===== config.mk =====
export PLATFORM = sky130hd
export DESIGN_NAME = epoch_seconds_to_date_time_unit
export DESIGN_NICKNAME = d
export VERILOG_FILES = /design/src/edt_pkg.sv /design/src/edt_alu.sv /design/src/edt_year.sv /design/src/epoch_seconds_to_date_time_unit.sv
export SDC_FILE = /design/constraint.sdc
export NUM_CORES = 1
export LEC_CHECK = 0
export BUFFER_PORTS_ARGS = -buffer_cell sky130_fd_sc_hd__buf_4
export CAP_MARGIN = 20
export CELL_PAD_IN_SITES_DETAIL_PLACEMENT = 1
export CELL_PAD_IN_SITES_GLOBAL_PLACEMENT = 1
export CORE_ASPECT_RATIO = 0.6
export CORE_MARGIN = 2
export CORE_UTILIZATION = 25
export CTS_CLUSTER_DIAMETER = 120
export DETAILED_ROUTE_END_ITERATION = 10
export GPL_TIMING_DRIVEN = 0
export HOLD_SLACK_MARGIN = 0.15
export PLACE_DENSITY_LB_ADDON = 0.1
export SETUP_SLACK_MARGIN = 0.3
export SLEW_MARGIN = 20
export SYNTH_ARGS = -nofsm -noshare
export SYNTH_HDL_FRONTEND = slang
export SYNTH_SLANG_ARGS = --single-unit
export TNS_END_PERCENT = 5

===== constraint.sdc =====
create_clock -name clk -period 14.2 [get_ports clk]
set_input_delay 2.84 -clock clk [delete_from_list [all_inputs] [get_ports clk]]
set_output_delay 2.84 -clock clk [all_outputs]
set_load 0.01 [all_outputs]

===== src/edt_pkg.sv =====
package edt_pkg;

  // calendar and time constants
  localparam int unsigned FirstYear  = 1970;
  localparam int unsigned SecsPerDay = 24 * 60 * 60;
  localparam int unsigned SecsPerHour = 3600;
  localparam int unsigned SecsPerMin = 60;
  localparam int unsigned LeapDays   = 366;
  localparam int unsigned CommonDays = 365;

  // quotient bit counts for the three divisions
  localparam int unsigned DayQBits  = 16;
  localparam int unsigned HourQBits = 5;
  localparam int unsigned MinQBits  = 6;

  localparam logic [3:0] LastMonth = 4'd11;
  localparam logic [3:0] February  = 4'd1;

  // sequencer states
  typedef enum logic [2:0] {
    ST_IDLE,
    ST_DAYS,
    ST_YEAR,
    ST_MONTH,
    ST_HOUR,
    ST_MINUTE
  } state_t;

  // shared subtract and compare result
  typedef struct packed {
    logic [31:0] diff;
    logic        ge;
  } alu_res_t;

  // control from sequencer to year tracker
  typedef struct packed {
    logic init;
    logic step;
  } yr_ctl_t;

  // month length, zero-based month
  function automatic logic [4:0] month_len(input logic [3:0] month, input logic leap);
    logic [4:0] len;
    case (month)
      4'd0:    len = 5'd31;
      February: len = leap ? 5'd29 : 5'd28;
      4'd2:    len = 5'd31;
      4'd3:    len = 5'd30;
      4'd4:    len = 5'd31;
      4'd5:    len = 5'd30;
      4'd6:    len = 5'd31;
      4'd7:    len = 5'd31;
      4'd8:    len = 5'd30;
      4'd9:    len = 5'd31;
      4'd10:   len = 5'd30;
      4'd11:   len = 5'd31;
      default: len = 5'd31;
    endcase
    return len;
  endfunction

endpackage


===== src/edt_alu.sv =====
module edt_alu (
  input  logic [31:0]       a,
  input  logic [31:0]       b,
  output edt_pkg::alu_res_t res
);

  logic [32:0] wide;

  // single subtractor, borrow out gives the compare
  assign wide     = {1'b0, a} - {1'b0, b};
  assign res.diff = wide[31:0];
  assign res.ge   = ~wide[32];

endmodule


===== src/edt_year.sv =====
module edt_year (
  input  logic             clk,
  input  edt_pkg::yr_ctl_t ctl,
  output logic [11:0]      year,
  output logic             leap
);

  localparam logic [1:0] Mod4Init   = 2'(edt_pkg::FirstYear % 4);
  localparam logic [6:0] Mod100Init = 7'(edt_pkg::FirstYear % 100);
  localparam logic [8:0] Mod400Init = 9'(edt_pkg::FirstYear % 400);

  logic [1:0] mod4;
  logic [6:0] mod100;
  logic [8:0] mod400;

  // year counter with running residues
  always_ff @(posedge clk) begin
    if (ctl.init) begin
      year   <= 12'(edt_pkg::FirstYear);
      mod4   <= Mod4Init;
      mod100 <= Mod100Init;
      mod400 <= Mod400Init;
    end else if (ctl.step) begin
      year   <= year + 12'd1;
      mod4   <= mod4 + 2'd1;
      mod100 <= (mod100 == 7'd99) ? 7'd0 : mod100 + 7'd1;
      mod400 <= (mod400 == 9'd399) ? 9'd0 : mod400 + 9'd1;
    end
  end

  // gregorian leap rule
  assign leap = (mod400 == 9'd0) || ((mod4 == 2'd0) && (mod100 != 7'd0));

endmodule


===== src/epoch_seconds_to_date_time_unit.sv =====
// channel  | ports                                              | handshake
// ---------+----------------------------------------------------+----------------------
// input    | epoch_seconds                                      | start, taken if !busy
// result   | day_of_month month_number year_number hour_of_day  | done, one cycle
//          | minute_of_hour second_of_minute                    |
//
// busy stays high while the single shared subtractor works through the conversion:
// 16 restoring steps for the day split, one step per year and per month plus a closing
// compare for each, then 5 and 6 steps for hour and minute.
// done rises the cycle after the last step and busy is low in that cycle.
// rst is synchronous and returns the sequencer to idle; the receiver cannot stall.
module epoch_seconds_to_date_time_unit (
  input  logic        clk,
  input  logic        rst,
  input  logic        start,
  input  logic [31:0] epoch_seconds,
  output logic        busy,
  output logic        done,
  output logic [4:0]  day_of_month,
  output logic [3:0]  month_number,
  output logic [11:0] year_number,
  output logic [4:0]  hour_of_day,
  output logic [5:0]  minute_of_hour,
  output logic [5:0]  second_of_minute
);

  edt_pkg::state_t   state;
  edt_pkg::state_t   state_next;
  edt_pkg::alu_res_t alu_res;
  edt_pkg::yr_ctl_t  yr_ctl;

  logic [31:0] rem;
  logic [31:0] rem_next;
  logic [31:0] operand;
  logic [15:0] q;
  logic [15:0] q_next;
  logic [3:0]  k;
  logic [16:0] tod;
  logic [3:0]  month_cnt;
  logic [4:0]  day_work;
  logic [4:0]  hour_work;
  logic [11:0] year;
  logic        leap;
  logic        accept;
  logic        last_bit;

  assign busy     = (state != edt_pkg::ST_IDLE);
  assign accept   = start && !busy;
  assign last_bit = (k == 4'd0);

  edt_alu u_alu (
    .a   (rem),
    .b   (operand),
    .res (alu_res)
  );

  edt_year u_year (
    .clk  (clk),
    .ctl  (yr_ctl),
    .year (year),
    .leap (leap)
  );

  // restoring step shared by all divisions
  always_comb begin
    rem_next = alu_res.ge ? alu_res.diff : rem;
    q_next   = q;
    if (alu_res.ge) begin
      q_next[k] = 1'b1;
    end
  end

  // next state
  always_comb begin
    state_next = state;
    case (state)
      edt_pkg::ST_IDLE: begin
        if (accept) state_next = edt_pkg::ST_DAYS;
      end
      edt_pkg::ST_DAYS: begin
        if (last_bit) state_next = edt_pkg::ST_YEAR;
      end
      edt_pkg::ST_YEAR: begin
        if (!alu_res.ge) state_next = edt_pkg::ST_MONTH;
      end
      edt_pkg::ST_MONTH: begin
        if (!alu_res.ge || month_cnt == edt_pkg::LastMonth) state_next = edt_pkg::ST_HOUR;
      end
      edt_pkg::ST_HOUR: begin
        if (last_bit) state_next = edt_pkg::ST_MINUTE;
      end
      edt_pkg::ST_MINUTE: begin
        if (last_bit) state_next = edt_pkg::ST_IDLE;
      end
      default: state_next = edt_pkg::ST_IDLE;
    endcase
  end

  // sequencer outputs: subtrahend select and year control
  always_comb begin
    operand     = '0;
    yr_ctl.init = 1'b0;
    yr_ctl.step = 1'b0;
    case (state)
      edt_pkg::ST_IDLE: begin
        yr_ctl.init = accept;
      end
      edt_pkg::ST_DAYS: begin
        operand = 32'(edt_pkg::SecsPerDay) << k;
      end
      edt_pkg::ST_YEAR: begin
        operand     = leap ? 32'(edt_pkg::LeapDays) : 32'(edt_pkg::CommonDays);
        yr_ctl.step = alu_res.ge;
      end
      edt_pkg::ST_MONTH: begin
        operand = {27'd0, edt_pkg::month_len(month_cnt, leap)};
      end
      edt_pkg::ST_HOUR: begin
        operand = 32'(edt_pkg::SecsPerHour) << k;
      end
      edt_pkg::ST_MINUTE: begin
        operand = 32'(edt_pkg::SecsPerMin) << k;
      end
      default: operand = '0;
    endcase
  end

  // state register
  always_ff @(posedge clk) begin
    if (rst) begin
      state <= edt_pkg::ST_IDLE;
    end else begin
      state <= state_next;
    end
  end

  // result strobe
  always_ff @(posedge clk) begin
    if (rst) begin
      done <= 1'b0;
    end else begin
      done <= (state == edt_pkg::ST_MINUTE) && last_bit;
    end
  end

  // datapath registers
  always_ff @(posedge clk) begin
    case (state)
      edt_pkg::ST_IDLE: begin
        if (accept) begin
          rem <= epoch_seconds;
          k   <= 4'(edt_pkg::DayQBits - 1);
          q   <= '0;
        end
      end
      edt_pkg::ST_DAYS: begin
        q <= q_next;
        k <= k - 4'd1;
        if (last_bit) begin
          tod <= rem_next[16:0];
          rem <= {16'd0, q_next};
        end else begin
          rem <= rem_next;
        end
      end
      edt_pkg::ST_YEAR: begin
        rem       <= rem_next;
        month_cnt <= 4'd0;
      end
      edt_pkg::ST_MONTH: begin
        if (alu_res.ge && month_cnt != edt_pkg::LastMonth) begin
          rem       <= alu_res.diff;
          month_cnt <= month_cnt + 4'd1;
        end else begin
          day_work <= rem[4:0] + 5'd1;
          rem      <= {15'd0, tod};
          k        <= 4'(edt_pkg::HourQBits - 1);
          q        <= '0;
        end
      end
      edt_pkg::ST_HOUR: begin
        rem <= rem_next;
        if (last_bit) begin
          hour_work <= q_next[4:0];
          k         <= 4'(edt_pkg::MinQBits - 1);
          q         <= '0;
        end else begin
          q <= q_next;
          k <= k - 4'd1;
        end
      end
      edt_pkg::ST_MINUTE: begin
        rem <= rem_next;
        q   <= q_next;
        k   <= k - 4'd1;
        if (last_bit) begin
          day_of_month     <= day_work;
          month_number     <= month_cnt + 4'd1;
          year_number      <= year;
          hour_of_day      <= hour_work;
          minute_of_hour   <= q_next[5:0];
          second_of_minute <= rem_next[5:0];
        end
      end
      default: begin
        rem <= rem;
      end
    endcase
  end

`ifndef NO_ASSERTIONS
  // a result only appears once the sequencer is back at idle
  assert property (@(posedge clk) disable iff (rst) done |-> !busy)
    else $error("result strobe while busy");

  // an accepted word starts the day split
  assert property (@(posedge clk) disable iff (rst) accept |=> state == edt_pkg::ST_DAYS)
    else $error("accepted word did not start");

  // month stepping never passes december
  assert property (@(posedge clk) disable iff (rst)
    state == edt_pkg::ST_MONTH |-> month_cnt <= edt_pkg::LastMonth)
    else $error("month counter out of range");

  // delivered date fields are in range
  assert property (@(posedge clk) disable iff (rst)
    done |-> day_of_month != 5'd0 && month_number != 4'd0 && month_number <= 4'd12
             && hour_of_day <= 5'd23 && minute_of_hour <= 6'd59 && second_of_minute <= 6'd59)
    else $error("result field out of range");
`endif

endmodule


==> results of run 1 <==
[per-stage QoR]
| step | instances | instance area, um^2 |
|---|---|---|
| after global placement | 1609 | 10850 |
| after global routing | 1646 | 11620 |
| after floorplan | 1022 | 9652 |
| after CTS | 1646 | 11620 |
| final | 1646 | 11620 |
| after detailed placement | 1614 | 10970 |
[layout make-up]
class                      instances  area (um^2)
fill                            4360        26230
multi-input combinational        784         5007
sequential                       155         4314
timing repair buffer              79        649.4
tap                              513        641.9
clock buffer                      17        425.4
buffer                            57        256.5
clock inverter                    15        227.7
inverter                          26        97.59
[final timing paths]
path	cells past startpoint	endpoint	startpoint
worst max-delay path	18	q[9]	state[1]
worst min-delay path	0	hour_of_day[4]	hour_work[4]
worst max register to register	18	q[9]	state[1]
worst min register to register	0	hour_of_day[4]	hour_work[4]
[power by group]
part	leakage, nW	internal (mW)	switching, mW	total (mW)
Sequential	1.44	0.668	0.0907	0.759
Clock	0.316	0.301	0.223	0.524
Combinational	2.41	0.600	1.11	1.71
[cells in the final DEF, fill, tap and decap left out, types with 4 or more instances in the layout]
cell and count:
buf_4 80, o21ai_0 77, a22oi_1 21, a31o_2 5
buf_1 8, o21a_1 4, inv_6 4, buf_2 7
xor2_1 22, o21ai_1 5, a221oi_1 4, mux2i_1 9
a31oi_1 25, ha_1 52, o211ai_1 14, nor2_1 102
clkbuf_16 17, nor3b_1 4, bufinv_16 4, nand3_1 31
nand2_1 122, a21oi_1 65, edfxtp_1 121, mux2_4 7
nor3_1 23, inv_1 23, a211o_1 7, dfxtp_1 34
nand4_1 17, and3_1 5, a222oi_1 8, a211oi_1 6
and2_1 9, nor4_1 4, nand2b_1 11, nor2b_1 14
clkbuf_1 35, or2_2 6, a21o_1 5, xnor2_1 30
[registers in the layout, indices dropped and copies added (netlist names), 4 cells and up]
name	cells
day_of_month	5
day_work	5
hour_of_day	5
hour_work	5
k	4
minute_of_hour	6
month_cnt	4
month_number	4
q	16
rem	32
second_of_minute	6
tod	17
u_year.mod100	7
u_year.mod400	9
u_year.year	12
year_number	12
[routing by layer]
metal | vias to the layer above | wire [um] | global-route usage (%)
met1 | 4327 | 21260 | 31.37
met2 | 209 | 14210 | 24.46
met5 | - | 0 | 0
met3 | 25 | 1987 | 3.671
met4 | 0 | 393 | 3.523
li1 | 4002 | - | -
[kinds of logic after synthesis]
logic type	count (synthesis)	synth area share [%]
simple gates	367	17.76
compound gates	293	19.83
flops	155	44.70
buf+inv	83	3.669
fa+ha+maj	53	6.948
xor+xnor	52	4.719
mux	19	2.372
==> metrics.yaml, run 1 <==
sta:
  max_freq_mhz: 149.3
  skew_ps: 9.096
  finalSetupViolCount: 0
  whs_ps: 420.7
  setup_slack_ps: 7502
  setup_tns_ps: 0
  hold_viol_final: 0
  tightest_slew_ps: 1035
  slew_headroom_pct: 30.56
  slew_viol_final: 0
  min_period_ps: 6698
  fin_crit_sh_pct: 47.17
  rsz0062_at_grt: "false"
setup_path:
  crit_top_cell: "clkbuf_1"
  worst-path-max-fanout: 10
  crit_buf_inv: 7
  endpoint_kind: "register"
  slowest_stage: "nor3_1"
  critical_path_required_ps: 14360
  regToRegSetupSlack_ps: 7500
  crit_path_start_kind: "register"
  path_cells: "clkbuf_1, inv_1, nand2_1, clkbuf_1, buf_1, a21oi_1, o21ai_0, ha_1, a21oi_1, nand2_1, o211ai_2, a211oi_2, nor3_1, clkbuf_1, nor2_1, nor3b_2, buf_6, buf_4"
  cp_top_family: "buffers and inverters"
  arrival_ps: 6860
  critPathKind: "reg2reg"
  critPathMaxStageDelay_ps: 610
clocking:
  clk_latency_ps: 450
  cts_tree: "yes"
  htree_levels: 4
  clock-sinks: 155
  postCtsSetupBuffers: 0
  ctsRootBufferMaster: "clkbuf_16"
  cts_resized: 0
  cts_inserted_buffers: 17
  hold_buffers: 0
  cts_buffer_depth: 2
  path_clk_slew_ps: 70
synth:
  synth_area_per_cell_um2: 9.444
  ys_warn_count: 0
  syn_nets: 1110
  synth.distinct_cells: 80
  synth_area_leaders: "edfxtp_1, dfxtp_1, ha_1, nand2_1, nor2_1"
  synth-main-ff-cell: "edfxtp_1"
  yosysTopAreaCellShare_pct: 37.65
  synth-edff-count: 121
  yosysTopAreaCell: "edfxtp_1"
  yosys_register_bits: 155
  ys_seq_area_share_pct: 44.70
  yosysMostFrequentCell: "nand2_1"
  synth_common_cells: "nand2_1, edfxtp_1, nor2_1"
  synthCells: 1022
  synthesis.area_um2: 9652
  async_flop_share_pct: 0
floorplanning:
  dieHeight_um: 156.2
  num_rows: 55
  die_w_um: 257.7
  initial_core_util_pct: 25.50
  io_pins: 75
  fp.dieArea_um2: 40250
  core_area_um2: 37850
drt:
  wl_per_cell_um: 23.00
  vias: 8563
  drt_wl_total_um: 37850
  first_pass_iters: 6
  drtIter0Drc: 648
  via_per_inst: 5.202
  ant_nets: 0
  drc: 0
finish:
  nets: 1208
  antennaDiodeCount: 0
  postLayoutCoreUtil_pct: 30.70
  layout-area-overhead-vs-synth_pct: 20.39
  drive_above_1_share_pct: 14.56
global_routing:
  grt_max_degree: 27
  grt_pass1_vias: 8412
  grt_usage_pct: 18.99
  grt.overflow.total: 0
  antenna_found_initial: 0
  grt_pass1_wl_um: 56380
power:
  p_total_mw: 2.998
  p_per_area_nw_per_um2: 258.0
  ir_worst_vdd_v: 0.00009940
  p_leak_nw: 4.165
placement:
  post-place-ws_ps: 7598
  port_buffers: 74
  place_congestion: 0.8679
  hpwl_um: 29160
min_path:
  hold_path_class: "reg2reg"
run_status:
  outcome: "completed"
run:
  cap_violations: 0
No activity file was read; power rests on OpenSTA's default activity.
==> run 2, diff against run 1 <==
==> constraint.sdc (replaced) <==
create_clock -name clk -period 5.8 [get_ports clk]
set_input_delay 1.16 -clock clk [delete_from_list [all_inputs] [get_ports clk]]
set_output_delay 1.16 -clock clk [all_outputs]
set_load 0.01 [all_outputs]
==> metrics.yaml, run 2 (same netlist as run 1, synthesis figures left out) <==
run_status:
  outcome: "completed"
global_routing:
  grt.overflow.total: 0
  grt_max_degree: 27
  grt.busiest_layer: "met1"
  antenna_found_initial: 0
  grt.met3_usage_pct: 3.866
  grt_pass1_wl_um: 56380
  grt_pass1_vias: 8430
  use_met2_pct: 24.53
  grt_usage_pct: 18.99
  use_met1_pct: 31.17
sta:
  setup_slack_ps: 548.7
  finalSetupViolCount: 0
  whs_ps: 420.4
  slew_viol_final: 0
  min_period_ps: 5251
  fin_crit_sh_pct: 90.54
  max_freq_mhz: 190.4
  hold_viol_final: 0
  tightest_slew_ps: 1057
  skew_ps: 10.05
  rsz0062_at_grt: "true"
  slew_headroom_pct: 29.55
finish:
  design_area_um2: 11710
  drive_above_1_share_pct: 16.95
  largestRegisters: "rem (32), tod (17), q (16)"
  postLayoutCoreUtil_pct: 30.95
  layout-area-overhead-vs-synth_pct: 21.35
  largest_register_ffs: 32
  antennaDiodeCount: 0
  final_cells: 1646
  regMostFlops: "rem"
  nets: 1208
  layout_common_cells: "nand2_1, edfxtp_1, nor2_1, buf_4, o21ai_0"
min_path:
  hold_path_class: "reg2reg"
drt:
  wl_per_cell_um: 23.05
  via_per_inst: 5.194
  drt_wl_total_um: 37930
  vias: 8549
  ant_nets: 0
  drtIter0Drc: 620
  first_pass_iters: 5
  drc: 0
power:
  p_switching_mw: 3.519
  ir_worst_vdd_v: 0.0002463
  seqPwrFrac_pct: 25.2
  intPower_mw: 3.862
  p_comb_share_pct: 57.4
  switching_share_pct: 47.67
  clockPowerShare_pct: 17.4
  p_leak_nw: 4.219
  p_per_area_nw_per_um2: 630.2
floorplanning:
  initial_core_util_pct: 25.50
  num_rows: 55
  core_area_um2: 37850
  die_w_um: 257.7
  fp.dieArea_um2: 40250
  dieHeight_um: 156.2
  io_pins: 75
run:
  cap_violations: 0
clocking:
  cts_tree: "yes"
  htree_levels: 4
  clock-sinks: 155
  clk_latency_ps: 460
  cts_inserted_buffers: 17
  ctsRootBufferMaster: "clkbuf_16"
  cts_buffer_depth: 2
  path_clk_slew_ps: 70
placement:
  dp_cells: 1614
  hpwl_um: 29160
  postPlaceCellArea_um2: 10970
  post-place-ws_ps: -802.4
  port_buffers: 74
  place_congestion: 0.8679
setup_path:
  slowest_stage: "nor2_1"
  arrival_ps: 5570
  critPathMaxStageDelay_ps: 630
  crit_path_start_kind: "register"
  critPathKind: "reg2reg"
  endpoint_kind: "register"
  worst-path-max-fanout: 10
  path_cells: "clkbuf_2, inv_1, nand2_1, nor2_1, o21ai_0, o21ai_0, a32o_1, nand2_1, ha_1, buf_4, nand3_1, nor2_1, nand2_1, a211oi_4, nor3_4, clkbuf_2, nor2_1, o311ai_0, nand3_1"
  critical_path_required_ps: 6110
## run 2: cell count changes in the layout (fill, tap and decap cells not counted), sizes merged
cell / before / now
buf: 101 / 99
clkbuf: 52 / 54
clkinv: 7 / 6
clkinvlp: 1 / 2
## run 2: layout make-up
class / count / area, um^2
fillers: 4353 / 26140
multi-input cells: 784 / 5074
flip-flops and latches: 155 / 4314
repair buffers: 79 / 649.4
well taps: 513 / 641.9
clock buffers: 17 / 425.4
plain buffers: 57 / 277.8
clock inverters: 15 / 227.7
inverters: 26 / 102.6
## run 2: final timing paths
check | to | startpoint | slack [ps] | cells past startpoint
setup / recovery | rem[30] | state[1] | 550 | 19
hold / removal | day_of_month[4] | day_work[4] | 420 | 0
setup reg to reg | rem[30] | state[1] | 550 | 19
hold reg to reg | day_of_month[4] | day_work[4] | 420 | 0
## run 2: layer usage
layer	share of wire, %	wire, um
met1	56	21310
met2	38	14360
met3	5.0	1912
met4	0.91	347
met5	0	0
## run 2: power by group through the flow
stage | Sequential (mW) | Clock, mW | Combinational (mW)
after CTS | 1.86 | 1.31 | 4.18
after global routing | 1.89 | 1.36 | 4.63
final | 1.86 | 1.29 | 4.23
after floorplan | 1.77 | 0 | 2.80
after detailed placement | 1.88 | 0 | 4.13
after global placement | 1.89 | 0 | 4.07
## run 2: stage by stage
| stage | total power, mW | setup TNS (ps) |
|---|---|---|
| 3_3_place_gp | 5.957 | -65620 |
| 4_1_cts | 7.345 | 0 |
| 3_5_place_dp | 6.004 | -22680 |
| 5_1_grt | 7.878 | 0 |
| 6_report | 7.381 | 0 |
| 2_1_floorplan | 4.579 | 0 |
## run 2: what timing repair did
action	4_1_cts	5_1_grt
gates cloned	0	0
hold buffers	0	0
resized for setup	14	31
setup buffers	0	0
endpoints found under the setup margin	114	98
## run 2: critical path: cells and delay by family, from the launching register on
| family | cells | cell delay [ps] |
|---|---|---|
| compound gates | 5 | 1370 |
| fa+ha+maj | 1 | 310 |
| flops | 1 | 300 |
| buf+inv | 4 | 870 |
| simple gates | 9 | 2230 |
==> run 3, diff against run 2 <==
--- a/config.mk
+++ b/config.mk
@@ -5,6 +5,7 @@
 export SDC_FILE = /design/constraint.sdc
 export NUM_CORES = 1
 export LEC_CHECK = 0
+export ABC_CLOCK_PERIOD_IN_PS = 5100
 export BUFFER_PORTS_ARGS = -buffer_cell sky130_fd_sc_hd__buf_4
 export CAP_MARGIN = 20
 export CELL_PAD_IN_SITES_DETAIL_PLACEMENT = 1
==> constraint.sdc (replaced) <==
create_clock -name clk -period 5.1 [get_ports clk]
set_input_delay 1.02 -clock clk [delete_from_list [all_inputs] [get_ports clk]]
set_output_delay 1.02 -clock clk [all_outputs]
set_load 0.01 [all_outputs]
==> metrics.yaml, run 3 (same netlist as run 1, synthesis figures left out) <==
drt:
  wl_per_cell_um: 23.24
  drt_wl_total_um: 38510
  via_per_inst: 5.215
  drtIter0Drc: 776
  ant_nets: 0
  first_pass_iters: 6
  drc: 0
  vias: 8641
sta:
  finalSetupViolCount: 0
  slew_viol_final: 0
  hold_viol_final: 0
  fin_crit_sh_pct: 92.53
  max_freq_mhz: 211.9
  tightest_slew_ps: 1024
  whs_ps: 421.0
  rsz0062_at_grt: "true"
  slew_headroom_pct: 31.75
  min_period_ps: 4719
  skew_ps: 11.65
  setup_tns_ps: 0
min_path:
  min_to: "hour_of_day[0]"
  hold_path_class: "reg2reg"
  hold_depth: 0
  min_from: "hour_work[0]"
finish:
  largest_register_ffs: 32
  layout_commonest_cell: "edfxtp_1"
  regMostFlops: "rem"
  antennaDiodeCount: 0
  fill_cells: 4361
  largestRegisters: "rem (32), tod (17), q (16)"
  nets: 1219
  drive_above_1_share_pct: 22.20
  layout_common_cells: "edfxtp_1, nand2_1, buf_4, nor2_1, o21ai_0"
  layout-area-overhead-vs-synth_pct: 24.26
clocking:
  path_clk_slew_ps: 80
  cts_buffer_depth: 2
  htree_levels: 4
  cts_tree: "yes"
  ctsRootBufferMaster: "clkbuf_16"
  clk_latency_ps: 450
  clock-sinks: 155
  cts_inserted_buffers: 17
setup_path:
  r2r-end: "rem[10]"
  arrival_ps: 4910
  crit_buf_inv: 5
  crit_top_cell: "buf_6"
  reg2reg_from: "state[1]"
  crit_path_start_kind: "register"
  regToRegSetupSlack_ps: 380
  path_cells: "clkbuf_2, clkbuf_1, o41a_1, a21o_1, ha_1, nand2b_1, a21oi_2, o211ai_2, a211oi_4, or3_1, buf_6, buf_6, buf_4, o22ai_1, a221oi_1, nand2_1"
  critPathMaxStageDelay_ps: 620
  slowest_stage: "o41a_1"
  cp_top_family: "compound AO/OA/AOI/OAI gates"
  critical_path_required_ps: 5300
  reg2regPathDepth: 16
  endpoint_kind: "register"
  worst-path-max-fanout: 10
  critPathKind: "reg2reg"
power:
  ir_worst_vdd_v: 0.0002800
  p_per_area_nw_per_um2: 703.5
  p_leak_nw: 4.298
run:
  cap_violations: 0
floorplanning:
  fp.dieArea_um2: 40250
  num_rows: 55
  core_area_um2: 37850
  die_w_um: 257.7
  io_pins: 75
  dieHeight_um: 156.2
  initial_core_util_pct: 25.50
global_routing:
  grt_pass1_wl_um: 56820
  grt_usage_pct: 19.14
  grt_pass1_vias: 8356
  antenna_found_initial: 0
  grt.overflow.total: 0
  grt_max_degree: 27
placement:
  hpwl_um: 29400
  port_buffers: 74
  place_congestion: 0.8668
run_status:
  outcome: "completed"
run 3: changes by cell type in the layout (fill, tap and decap cells not counted), sizes merged:
cell and delta:
clkinv -2, clkinvlp +3, bufinv -3, clkbuf +1
inv +2, buf +10
run 3: stage by stage:
| step | std cells | instance area, um^2 | setup slack (ps) | power [mW] | util, % |
|---|---|---|---|---|---|
| floorplan | 1022 | 9657 | 503.6 | 5.208 | - |
| global route | 1657 | 11990 | 236.0 | 8.994 | 31.69 |
| finish | 1657 | 11990 | 380.8 | 8.437 | 31.69 |
| global placement | 1609 | 10850 | -2146 | 6.773 | 28.68 |
| detailed placement | 1613 | 10960 | -1370 | 6.835 | 28.95 |
| CTS | 1650 | 11770 | 270.6 | 8.312 | 31.10 |
run 3: where the power goes:
part / switching [mW] / internal, mW
clock network: 0.627 / 0.691
logic: 3.20 / 1.79
registers: 0.267 / 1.86
run 3: how the worst max path moves through the flow:
stage                        start      end  depth (start not counted)
after floorplan               k[1]     k[0]                         15
after global placement    state[1]    q[10]                         16
after detailed placement  state[1]    q[10]                         17
after CTS                     k[2]  rem[10]                         17
after global routing      state[1]  rem[28]                         16
final                     state[1]  rem[10]                         16
run 3: what timing repair did:
action                                 CTS  global route
gates cloned                             0             0
pin swaps                                4             5
setup endpoints to repair              144           106
setup buffers                            5             7
resized for setup                       70            54
endpoints found under the hold margin    0             0
hold buffers                             0             0
run 3: metal layers:
layer | global-route usage [%] | vias to the layer above | part of all wire [%]
met1 | 31.59 | 4360 | 56
met5 | 0 | - | 0
met3 | 3.168 | 25 | 5.5
li1 | - | 4026 | -
met4 | 4.046 | 0 | 0.91
met2 | 24.91 | 230 | 38
run 3: layout make-up:
type	instances	area, um^2	area share [%]
clock inverter	15	151.4	1.262
tap	513	641.9	5.352
multi-input combinational	784	5284	44.06
buffer	57	329.1	2.744
inverter	26	110.1	0.9181
clock buffer	17	425.4	3.547
sequential	155	4314	35.97
timing repair buffer	90	737.0	6.145
run 3: worst register-to-register path: cells and delay by family (launching register included):
family | cells | cell delay, ps
and+or+nand+nor | 3 | 420
AOI/OAI and AO/OA | 7 | 2140
DFF | 1 | 300
buffers and inverters | 5 | 1230
adders and majority gates | 1 | 390
